**src/spos_rem_unit.sv**
```systemverilog
// spos_rem_unit: restoring remainder unit, one dividend bit per cycle
// standalone, no package dependencies
`default_nettype none

module spos_rem_unit #(
    parameter int DW = 31,
    parameter int RW = 11
) (
    input  wire logic          i_clk,
    input  wire logic          i_rst_n,
    input  wire logic          i_start,
    input  wire logic [DW-1:0] i_dividend,
    input  wire logic [RW-1:0] i_divisor,
    output logic               o_done,
    output logic [RW-1:0]      o_rem
);

    localparam int CNTW = $clog2(DW + 1);

    logic            r_busy;
    logic            r_done;
    logic [CNTW-1:0] r_cnt;
    logic [DW-1:0]   r_dvd;
    logic [RW-1:0]   r_div;
    logic [RW-1:0]   r_rem;
    logic [RW:0]     n_shift;
    logic [RW-1:0]   n_rem;

    always_comb begin
        n_shift = {r_rem, r_dvd[DW-1]};
        if (n_shift >= {1'b0, r_div}) begin
            n_rem = RW'(n_shift - {1'b0, r_div});
        end else begin
            n_rem = RW'(n_shift);
        end
    end

    always_ff @(posedge i_clk) begin
        if (!i_rst_n) begin
            r_busy <= 1'b0;
            r_done <= 1'b0;
            r_cnt  <= '0;
        end else begin
            r_done <= 1'b0;
            if (i_start) begin
                r_busy <= 1'b1;
                r_cnt  <= CNTW'(DW);
                r_dvd  <= i_dividend;
                r_div  <= i_divisor;
                r_rem  <= '0;
            end else if (r_busy) begin
                r_rem <= n_rem;
                r_dvd <= r_dvd << 1;
                r_cnt <= r_cnt - CNTW'(1);
                if (r_cnt == CNTW'(1)) begin
                    r_busy <= 1'b0;
                    r_done <= 1'b1;
                end
            end
        end
    end

    assign o_done = r_done;
    assign o_rem  = r_rem;

endmodule

`default_nettype wire

```
**config.mk**
```make
export PLATFORM = sky130hd
export DESIGN_NAME = spos_rem_unit
export DESIGN_NICKNAME = d
export VERILOG_FILES = /design/src/spos_rem_unit.sv
export SDC_FILE = /design/constraint.sdc
export NUM_CORES = 1
export LEC_CHECK = 0
export BUFFER_PORTS_ARGS = -buffer_cell sky130_fd_sc_hd__buf_2
export CAP_MARGIN = 40
export CORE_UTILIZATION = 55
export DETAILED_ROUTE_END_ITERATION = 10
export PLACE_DENSITY_LB_ADDON = 0.25
export SKIP_CTS_REPAIR_TIMING = 1
export SLEW_MARGIN = 20
export SYNTH_ARGS = -nofsm -noshare
export SYNTH_HDL_FRONTEND = slang
export SYNTH_SLANG_ARGS = --single-unit
```
**constraint.sdc**
```tcl
create_clock -name i_clk -period 2.8 [get_ports i_clk]
set_input_delay 0.28 -clock i_clk [delete_from_list [all_inputs] [get_ports i_clk]]
set_output_delay 0.28 -clock i_clk [all_outputs]
set_load 0.05 [all_outputs]
```
# ---- Word-level counts from Yosys, hierarchy flattened
# Cells that the tools add are included.
dict set report op_classes {
  add_sub_neg 2
  order_cmp 1
  n_eq_ne 1
  n_mux 10
  bitwise 2
  reduce_logical 4
}
# op count
set ops {}
lappend ops {{31-bit two-way mux} 2}
lappend ops {{11-bit two-way mux} 2}
lappend ops {{12-bit by 11-bit >= comparator with 1-bit output} 1}
lappend ops {{11-bit subtractor} 1}
lappend ops {{5-bit two-way mux} 2}
lappend ops {{5-bit by 1-bit equality test with 1-bit output, second input constant} 1}
lappend ops {{5-bit by 1-bit subtractor with 5-bit output, second input constant} 1}
lappend ops {{1-bit two-way mux} 4}
lappend ops {{2-bit AND reduction} 2}
lappend ops {{3-bit OR reduction} 1}
lappend ops {{1-bit inverter} 2}
lappend ops {{2-bit nonzero test} 1}
dict set report word_totals {
  regBits 60
  input_bits 45
  out_inout_bits 12
  wordCells 26
}

# ---- Logic depth before layout (Yosys ltp)
# Gate-level depths: netlist of run 1.
dict set report depth {
  depth_word 4
  ltp_mapped 10
}

# ---- Worst setup path after synthesis of run 1
# OpenSTA, ideal clock, no wires.
dict set report synth_path {
  path_kind {register to register}
  from {reg r_rem[0] (netlist: o_rem[0])}
  to {reg r_rem[10] (netlist: o_rem[10]), data pin}
  setup_ps 259
  arrival_time_ps 2419
  required_ps 2541
  setup_slack_ps 122
  path_stages_with_launch 9
  path_buffers 0
  cell_sequence {edfxtp_1 -> inv_1 -> fa_1 -> nand2b_2 -> a21oi_1 -> a2bb2oi_1 -> a31oi_1 -> xnor2_1 -> a211o_1}
}
dict set report synth_via {
  elab_chain_cells 3
  elab_cells_between_ends 4
  cone_classes {1 x add/sub; 1 x order compare; 2 x mux}
}
# item line
set synth_lines {}
lappend synth_lines {{start, declared} 25} ;# logic [RW-1:0] r_rem;
lappend synth_lines {{start signal, assigned} 52} ;# r_rem <= n_rem;
lappend synth_lines {{11-bit subtractor or 12-bit by 11-bit >= comparator with 1-bit output (tied branches)} {32, 31}}
lappend synth_lines {{11-bit two-way mux *} 31} ;# if (n_shift >= {1'b0, r_div}) begin
lappend synth_lines {{11-bit two-way mux *} 51} ;# end else if (r_busy) begin
# Every way passes the cells marked *; elsewhere a longest branch is shown, timed or not. The select of a mux whose other input is x is not followed.
# A chain may end at the register's enable or synchronous reset.

# ---- Final worst setup path of run 1
dict set report layout_path {
  from {reg r_dvd[30]}
  to {reg r_rem[10] (netlist: o_rem[10]), data pin}
}
dict set report layout_via {
  elab_chain_cells 3
  elab_cells_between_ends 4
  cone_classes {1 x add/sub; 1 x order compare; 2 x mux}
}
# item line
set layout_lines {}
lappend layout_lines {{start, declared} 23} ;# logic [DW-1:0] r_dvd;
lappend layout_lines {{start signal, assigned} 48} ;# r_dvd <= i_dividend;
lappend layout_lines {{start signal, assigned} 53} ;# r_dvd <= r_dvd << 1;
lappend layout_lines {{11-bit subtractor or 12-bit by 11-bit >= comparator with 1-bit output (tied branches)} {32, 31}}
lappend layout_lines {{11-bit two-way mux *} 31}
lappend layout_lines {{11-bit two-way mux *} 51}
# Marked as above.

==> impl_metrics.yaml, run 1 <==
synth:
  async_flop_share: 0
  synth_area_leader_cell: "edfxtp_1"
  synthFlopType: "edfxtp_1"
  synth-seq-area-share: 0.5726
  syn_inst: 239
  syn_area_per_cell_um2: 12.65
  synth-edff-count: 53
  synth_area_um2: 3024
  synth.distinct_cells: 43
  synth_top_area_frac: 0.5263
  ys_ff_latch: 60
  syn_nets: 298
  yosysWarnings: 0
  synth_area_leaders: "edfxtp_1 (53%), mux2_2 (11%), ha_1 (5.4%), dfxtp_1 (4.6%), inv_1 (2.4%)"
floorplan:
  die_height_um: 76.15
  dieArea_um2: 5799
  io_pins: 57
  core_area_um2: 5205
  rows: 26
  initial_core_util: 0.5810
  dieWidth_um: 76.15
grt:
  grt_antenna_before_repair: 0
  overflow: 0
  grt_max_degree: 45
  grt_pass1_wl_um: 9011
  first_global_vias: 1925
  track_usage: 0.2031
timing:
  fin_crit_ns: 2.658
  finalSetupViolCount: 0
  fmaxAchievable_mhz: 376.3
  min_period_over_period: 0.9491
  skew_ns: 0.007316
  rsz0062_at_grt: "no"
  tightest_slew_ns: 0.5194
  slew_viol_final: 0
  holdWs_ns: 0.1256
  finalHoldViolations: 0
  max_slew_margin: 0.6537
  setup_tns_ns: 0
detailed_routing:
  ant_nets: 0
  dr.first_iter.drc_count: 156
  totalWireLength_um: 5490
  wl_per_cell_um: 14.68
  viasPerCell: 5.299
  dr.pass1.iters: 4
  vias: 1982
  drc: 0
clock_tree:
  clock-sinks: 60
  clk_path_buf_depth: 2
  path_clk_slew_ns: 0.07
  tritoncts: "done"
  cts_inserted_buffers: 9
  cts.htree.levels: 3
  insertion_delay_ns: 0.33
  cts-root-buf: "clkbuf_8"
power_and_ir_drop:
  vdd_ir_drop_max_mv: 0.3847
  p_per_area_nw_per_um2: 655.5
  p_leak_nw: 1.464
final_layout:
  n_antenna_cell: 0
  areaGrowthSynthToFinish_pct: 17.63
  drive_gt1_frac: 0.3553
  layout_common_cells: "buf_2 (56), edfxtp_1 (53), mux2_2 (30), inv_1 (19), nand2_1 (15)"
  stdcell_count: 374
  layout.cells.most_common: "buf_2"
  nNetsFinal: 359
placement:
  dp.cells: 359
  globalplace.congestion: 0.8464
  dp_hpwl_um: 3764
  portBuffers: 56
setup_path:
  crit_type: "reg -> reg"
  rrSetupSlack_ns: 0.14
  path_max_fanout: 4
  required_ns: 2.87
  start_kind: "register"
  worst_setup_path_end_kind: "register"
  crit_arrival_ns: 2.73
outcome:
  status: "finished clean"
worst_hold_path:
  min_path_type: "in -> reg"
flow_run:
  drv_cap: 0
[synth_stat cells (2+ instances only)]
cell type   n
mux2_2     30
a211oi_1    3
nor2_1     14
ha_1       13
o31ai_1     3
nor4b_1     2
nand3_1     5
or3_1       3
xnor2_1     4
nand3b_1    4
edfxtp_1   53
xor2_1      4
inv_1      19
a31oi_1     2
a21oi_2     2
mux2i_1     2
o21ai_0     5
clkbuf_1    7
dfxtp_1     7
a21boi_0    2
a21oi_1    12
nand2_1    15
o21a_1      8
[final timing paths]
kind / from / end / cells after the start
min reg2reg: r_dvd[28] / r_dvd[29] / 1
max reg2reg: r_dvd[30] / o_rem[10] / 9
min: i_divisor[6] / r_div[6] / 1
max: r_dvd[30] / o_rem[10] / 9
[logic make-up after synthesis]
group                    after synthesis  share of synthesized area
AND/OR/NAND/NOR                       53                    0.09061
AO/OA/AOI/OAI                         44                    0.09847
buffers and inverters                 28                    0.03641
adder cells (fa/ha/maj)               14                    0.06041
XOR/XNOR                               8                    0.02317
multiplexers                          32                     0.1183
flip-flops                            60                     0.5726
[sequential cells by signal (all words and copies together) (netlist names)]
signal,cells
r_cnt,5
r_dvd,31
r_div,11
r_busy,1
o_rem,11
o_done,1
[worst max-delay path: stages (launching register included)]
cell	delay, ns
edfxtp_1	0.36
inv_1	0.05
ha_1	0.21
fa_1	0.40
nand2b_2	0.21
a21oi_1	0.28
a2bb2oi_1	0.36
a31oi_1	0.15
xnor2_1	0.14
a211o_1	0.25
[stage by stage]
step | total power, mW | util | worst slack (ns) | area, µm²
6_report | 2.332 | 0.6834 | 0.1424 | 3557
5_1_grt | 2.445 | 0.6834 | 0.02404 | 3557
4_1_cts | 2.343 | 0.6834 | 0.1638 | 3557
3_5_place_dp | 1.622 | 0.6488 | 0.1690 | 3377
3_3_place_gp | 1.610 | 0.6488 | 0.2892 | 3377
2_1_floorplan | 1.498 | - | 0.1225 | 3024
[final cells by class]
type / instances / area [µm²]
Clock buffer: 9 / 123.9
Clock inverter: 6 / 56.30
Fill cell: 402 / 1648
Inverter: 19 / 71.32
Multi-Input combinational cell: 151 / 1184
Sequential cell: 60 / 1732
Tap cell: 70 / 87.58
Timing Repair Buffer: 59 / 302.8
[power by group]
| group | leakage [nW] | switching [mW] | internal, mW |
|---|---|---|---|
| combinational | 0.805 | 0.299 | 0.209 |
| sequential | 0.565 | 0.0355 | 1.06 |
| clock | 0.0939 | 0.327 | 0.398 |
[layer usage]
layer	share of wire	wire, µm	global-route usage	vias to the layer above
met1	0.49	2676	0.2812	933
met2	0.47	2602	0.3082	45
met3	0.033	182	0.04192	2
met5	0	0	0	-
met4	0.0053	29	0.09615	0
li1	-	-	-	1002
(Power assumes the default switching activity.)
==> run 2, diff against run 1 <==
Settings changed: CORE_ASPECT_RATIO from default to 1.1.
==> run 2 against run 1 <==
Total power rose by 4.6%. Cell area up 0.99%. Non-clock buffer count grew 1. Critical path type unchanged. Sequential power about the same. Critical endpoint unchanged. Register-to-register slack improved by 0.02 ns.
==> impl_metrics.yaml, run 2 (same netlist as run 1, synthesis figures left out) <==
final_layout:
  n_antenna_cell: 0
  layout_common_cells: "buf_2 (56), edfxtp_1 (53), mux2_2 (30), inv_1 (19), nand2_1 (15)"
  drive_gt1_frac: 0.3607
  largest_reg_flops: 31
  stdcell_count: 377
  multi_input_area_um2: 1184
  ff_latch_area_um2: 1732
  layout.cells.most_common: "buf_2"
  areaGrowthSynthToFinish_pct: 18.78
  top_register: "r_dvd"
  nNetsFinal: 360
  n_fill_cell: 404
timing:
  fin_crit_ns: 2.640
  tightest_slew_ns: 0.5470
  finalSetupViolCount: 0
  max_slew_margin: 0.6353
  skew_ns: 0.003764
  finalHoldViolations: 0
  setup_tns_ns: 0
  rsz0062_at_grt: "no"
  slew_viol_final: 0
  min_period_over_period: 0.9430
  fmaxAchievable_mhz: 378.7
floorplan:
  io_pins: 57
  dieArea_um2: 5799
  rows: 27
  dieWidth_um: 72.70
  die_height_um: 79.77
  initial_core_util: 0.5889
  core_area_um2: 5135
detailed_routing:
  dr.pass1.iters: 4
  totalWireLength_um: 5517
  vias: 2003
  dr.first_iter.drc_count: 137
  ant_nets: 0
  wl_per_cell_um: 14.63
  viasPerCell: 5.313
  drc: 0
setup_path:
  r2r_end: "o_rem[10]"
  endpoint: "o_rem[10]"
  crit_arrival_ns: 2.72
  reg2reg_from: "r_dvd[30]"
  path_max_fanout: 4
  crit_type: "reg -> reg"
  worst_setup_path_end_kind: "register"
  r2r_cells: 9
  crit_start: "r_dvd[30]"
  start_kind: "register"
  rrSetupSlack_ns: 0.16
  required_ns: 2.88
clock_tree:
  clk_path_buf_depth: 2
  cts_inserted_buffers: 9
  cts.htree.levels: 3
  insertion_delay_ns: 0.33
  path_clk_slew_ns: 0.06
  cts-root-buf: "clkbuf_8"
  clock-sinks: 60
  tritoncts: "done"
placement:
  dp_hpwl_um: 3841
  portBuffers: 56
  dp.cells: 362
  globalplace.congestion: 0.8524
grt:
  track_usage: 0.2101
  overflow: 0
  grt_pass1_wl_um: 9011
  grt_max_degree: 37
  first_global_vias: 1990
  grt_antenna_before_repair: 0
flow_run:
  drv_cap: 0
power_and_ir_drop:
  p_per_area_nw_per_um2: 679.1
  p_leak_nw: 1.477
  vdd_ir_drop_max_mv: 0.5115
worst_hold_path:
  min_path_type: "in -> reg"
outcome:
  status: "finished clean"
run 2: changes by cell type in the layout (fill, tap and decap cells not counted), sizes merged:
cell / change
clkinv: -3
clkbuf: +1
clkinvlp: +1
buf: +1
bufinv: +1
run 2: worst min path at each step:
stage,to,depth (start not counted),from
detailed placement,r_div[6],1,i_divisor[6]
finish,r_div[2],1,i_divisor[2]
floorplan,r_div[0],0,i_divisor[0]
CTS,r_div[2],1,i_divisor[2]
global route,r_div[7],1,i_divisor[7]
global placement,r_div[3],1,i_divisor[3]
run 2: power by group:
part | switching [mW] | internal (mW)
Combinational | 0.304 | 0.214
Sequential | 0.0349 | 1.06
Clock | 0.330 | 0.493
Total | 0.669 | 1.77
run 2: cell type report:
cell class                 instances  share of cell area
inverter                          19             0.01985
clock buffer                      10             0.03553
sequential                        60              0.4821
timing repair buffer              60             0.08638
multi-input combinational        151              0.3295
tap                               72             0.02508
clock inverter                     5             0.02160
run 2: routing by layer:
metal,track usage,vias up,part of all wire
met4,0.07843,0,0.020
met2,0.3374,57,0.49
met3,0.06187,11,0.050
li1,-,1003,-
met1,0.2684,932,0.44
met5,0,-,0
run 2: metrics by stage:
| stage | power (mW) | cell area [µm²] | worst slack, ns | util | hold slack, ns |
|---|---|---|---|---|---|
| final | 2.440 | 3592 | 0.1595 | 0.6996 | 0.1216 |
| after global routing | 2.550 | 3592 | 0.05155 | 0.6996 | 0.1081 |
| after CTS | 2.455 | 3592 | 0.1680 | 0.6996 | 0.1116 |
| after detailed placement | 1.629 | 3387 | 0.1731 | 0.6596 | 0.4581 |
| after global placement | 1.614 | 3387 | 0.2779 | 0.6596 | 0.4571 |
| after floorplan | 1.498 | 3024 | 0.1225 | - | 0.3789 |
run 2: worst max-delay path, stage by stage, from the launching register on:
cell and delay, ns:
edfxtp_1 0.34, inv_1 0.05, ha_1 0.22, fa_1 0.40, nand2b_2 0.21, a21oi_1 0.27
a2bb2oi_1 0.36, a31oi_1 0.15, xnor2_1 0.14, a211o_1 0.25
==> run 3, diff against run 2 <==
Settings changed: CELL_PAD_IN_SITES_DETAIL_PLACEMENT from default to 1, CELL_PAD_IN_SITES_GLOBAL_PLACEMENT from default to 1, CORE_UTILIZATION 55 to 31, CTS_BUF_LIST from default to sky130_fd_sc_hd__clkbuf_4.
==> run 3 against run 2 <==
First-iteration DRC count is 79% lower. Count of clock-buffer cells in the layout stayed put. Routed wire length rose by 14%. Cell area rose by 1.1%.
==> impl_metrics.yaml, run 3 (same netlist as run 1, synthesis figures left out) <==
setup_path:
  required_ns: 2.96
  start_kind: "register"
  worst_setup_path_end_kind: "register"
  r2r_cells: 9
  crit_arrival_ns: 2.73
  r2r_end: "o_rem[10]"
  crit_type: "reg -> reg"
  reg2reg_from: "r_dvd[30]"
  path_max_fanout: 3
  rrSetupSlack_ns: 0.23
grt:
  overflow: 0
  grt_antenna_before_repair: 0
  first_global_vias: 2217
  track_usage: 0.1388
  grt_pass1_wl_um: 10570
  grt_max_degree: 45
clock_tree:
  cts_inserted_buffers: 9
  cts-root-buf: "clkbuf_4"
  clock-sinks: 60
  tritoncts: "done"
  cts.htree.levels: 3
  clk_path_buf_depth: 2
  path_clk_slew_ns: 0.11
  insertion_delay_ns: 0.40
floorplan:
  io_pins: 57
  core_area_um2: 9398
  initial_core_util: 0.3218
  die_height_um: 105.6
  dieWidth_um: 96.17
  dieArea_um2: 10150
  rows: 37
timing:
  finalSetupViolCount: 0
  skew_ns: 0.01223
  rsz0062_at_grt: "no"
  finalHoldViolations: 0
  fin_crit_ns: 2.572
  min_period_over_period: 0.9186
  setup_tns_ns: 0
  max_slew_margin: 0.6367
  fmaxAchievable_mhz: 388.8
  slew_viol_final: 0
  holdWs_ns: 0.04351
  tightest_slew_ns: 0.5444
flow_run:
  drv_cap: 0
worst_hold_path:
  min_path_type: "in -> reg"
  min_delay_worst_endpoint: "r_div[3]"
  hold_start: "i_divisor[3]"
  whs_path_depth: 1
final_layout:
  areaGrowthSynthToFinish_pct: 20.15
  n_antenna_cell: 0
  nNetsFinal: 360
  top_register: "r_dvd"
  drive_gt1_frac: 0.3595
  layout.cells.most_common: "buf_2"
  largest_reg_flops: 31
  layout_common_cells: "buf_2 (56), edfxtp_1 (53), mux2_2 (30), inv_1 (19), nand2_1 (15)"
detailed_routing:
  viasPerCell: 4.832
  drc: 0
  totalWireLength_um: 6303
  vias: 2044
  ant_nets: 0
  wl_per_cell_um: 14.90
  dr.pass1.iters: 4
  dr.first_iter.drc_count: 29
placement:
  globalplace.congestion: 0.7337
  dp_hpwl_um: 4575
  portBuffers: 56
power_and_ir_drop:
  p_leak_nw: 1.474
  vdd_ir_drop_max_mv: 0.2716
  p_per_area_nw_per_um2: 660.2
outcome:
  status: "finished clean"
## run 3: cell count changes in the layout (fill, tap and decap cells not counted), sizes merged
cell | previous run | this run
bufinv | 2 | 3
clkinv | 2 | 3
clkinvlp | 1 | 0
## run 3: final cells by class
cell class	count	area, µm²
clock inverter	6	102.6
fill	1059	5764
sequential	60	1732
multi-input combinational	151	1184
tap	117	146.4
clock buffer	10	75.07
inverter	19	71.32
timing repair buffer	60	322.8
## run 3: stage by stage
step                setup WS [ns]  cell area (µm²)  power (mW)  cells    util
floorplan                  0.1225             3024       1.498    239       -
detailed placement         0.2758             3456       1.644    407  0.3677
CTS                        0.1998             3633       2.441    423  0.3866
global route              0.01541             3633       2.529    423  0.3866
finish                     0.2279             3633       2.399    423  0.3866
global placement           0.3414             3456       1.636    407  0.3677
## run 3: worst max-delay path by stage
| stage | from | endpoint | slack (ns) | depth (start not counted) |
|---|---|---|---|---|
| 3_3_place_gp | r_dvd[30] | o_rem[10] | 0.34 | 9 |
| 3_5_place_dp | r_dvd[30] | o_rem[10] | 0.28 | 9 |
| 6_report | r_dvd[30] | o_rem[10] | 0.23 | 9 |
| 4_1_cts | r_dvd[30] | o_rem[10] | 0.20 | 9 |
| 2_1_floorplan | o_rem[0] | o_rem[10] | 0.12 | 8 |
| 5_1_grt | r_dvd[30] | o_rem[10] | 0.02 | 9 |
## run 3: critical path: stages (launching register included)
cell	delay (ns)
edfxtp_1	0.37
inv_1	0.05
ha_1	0.21
fa_1	0.41
nand2b_2	0.21
a21oi_1	0.19
a2bb2oi_1	0.34
a31oi_1	0.15
xnor2_1	0.15
a211o_1	0.25
## run 3: routing by layer
layer | global-route usage | vias up | wire (µm)
met1 | 0.1618 | 997 | 2596
met5 | 0 | - | 0
met4 | 0.06716 | 0 | 110
met3 | 0.02381 | 9 | 228
met2 | 0.2411 | 32 | 3368
li1 | - | 1006 | -
## run 3: power by group
| part | total (mW) | switching [mW] | internal (mW) |
|---|---|---|---|
| combinational | 0.517 | 0.304 | 0.213 |
| clock | 0.784 | 0.328 | 0.456 |
| sequential | 1.10 | 0.0358 | 1.06 |
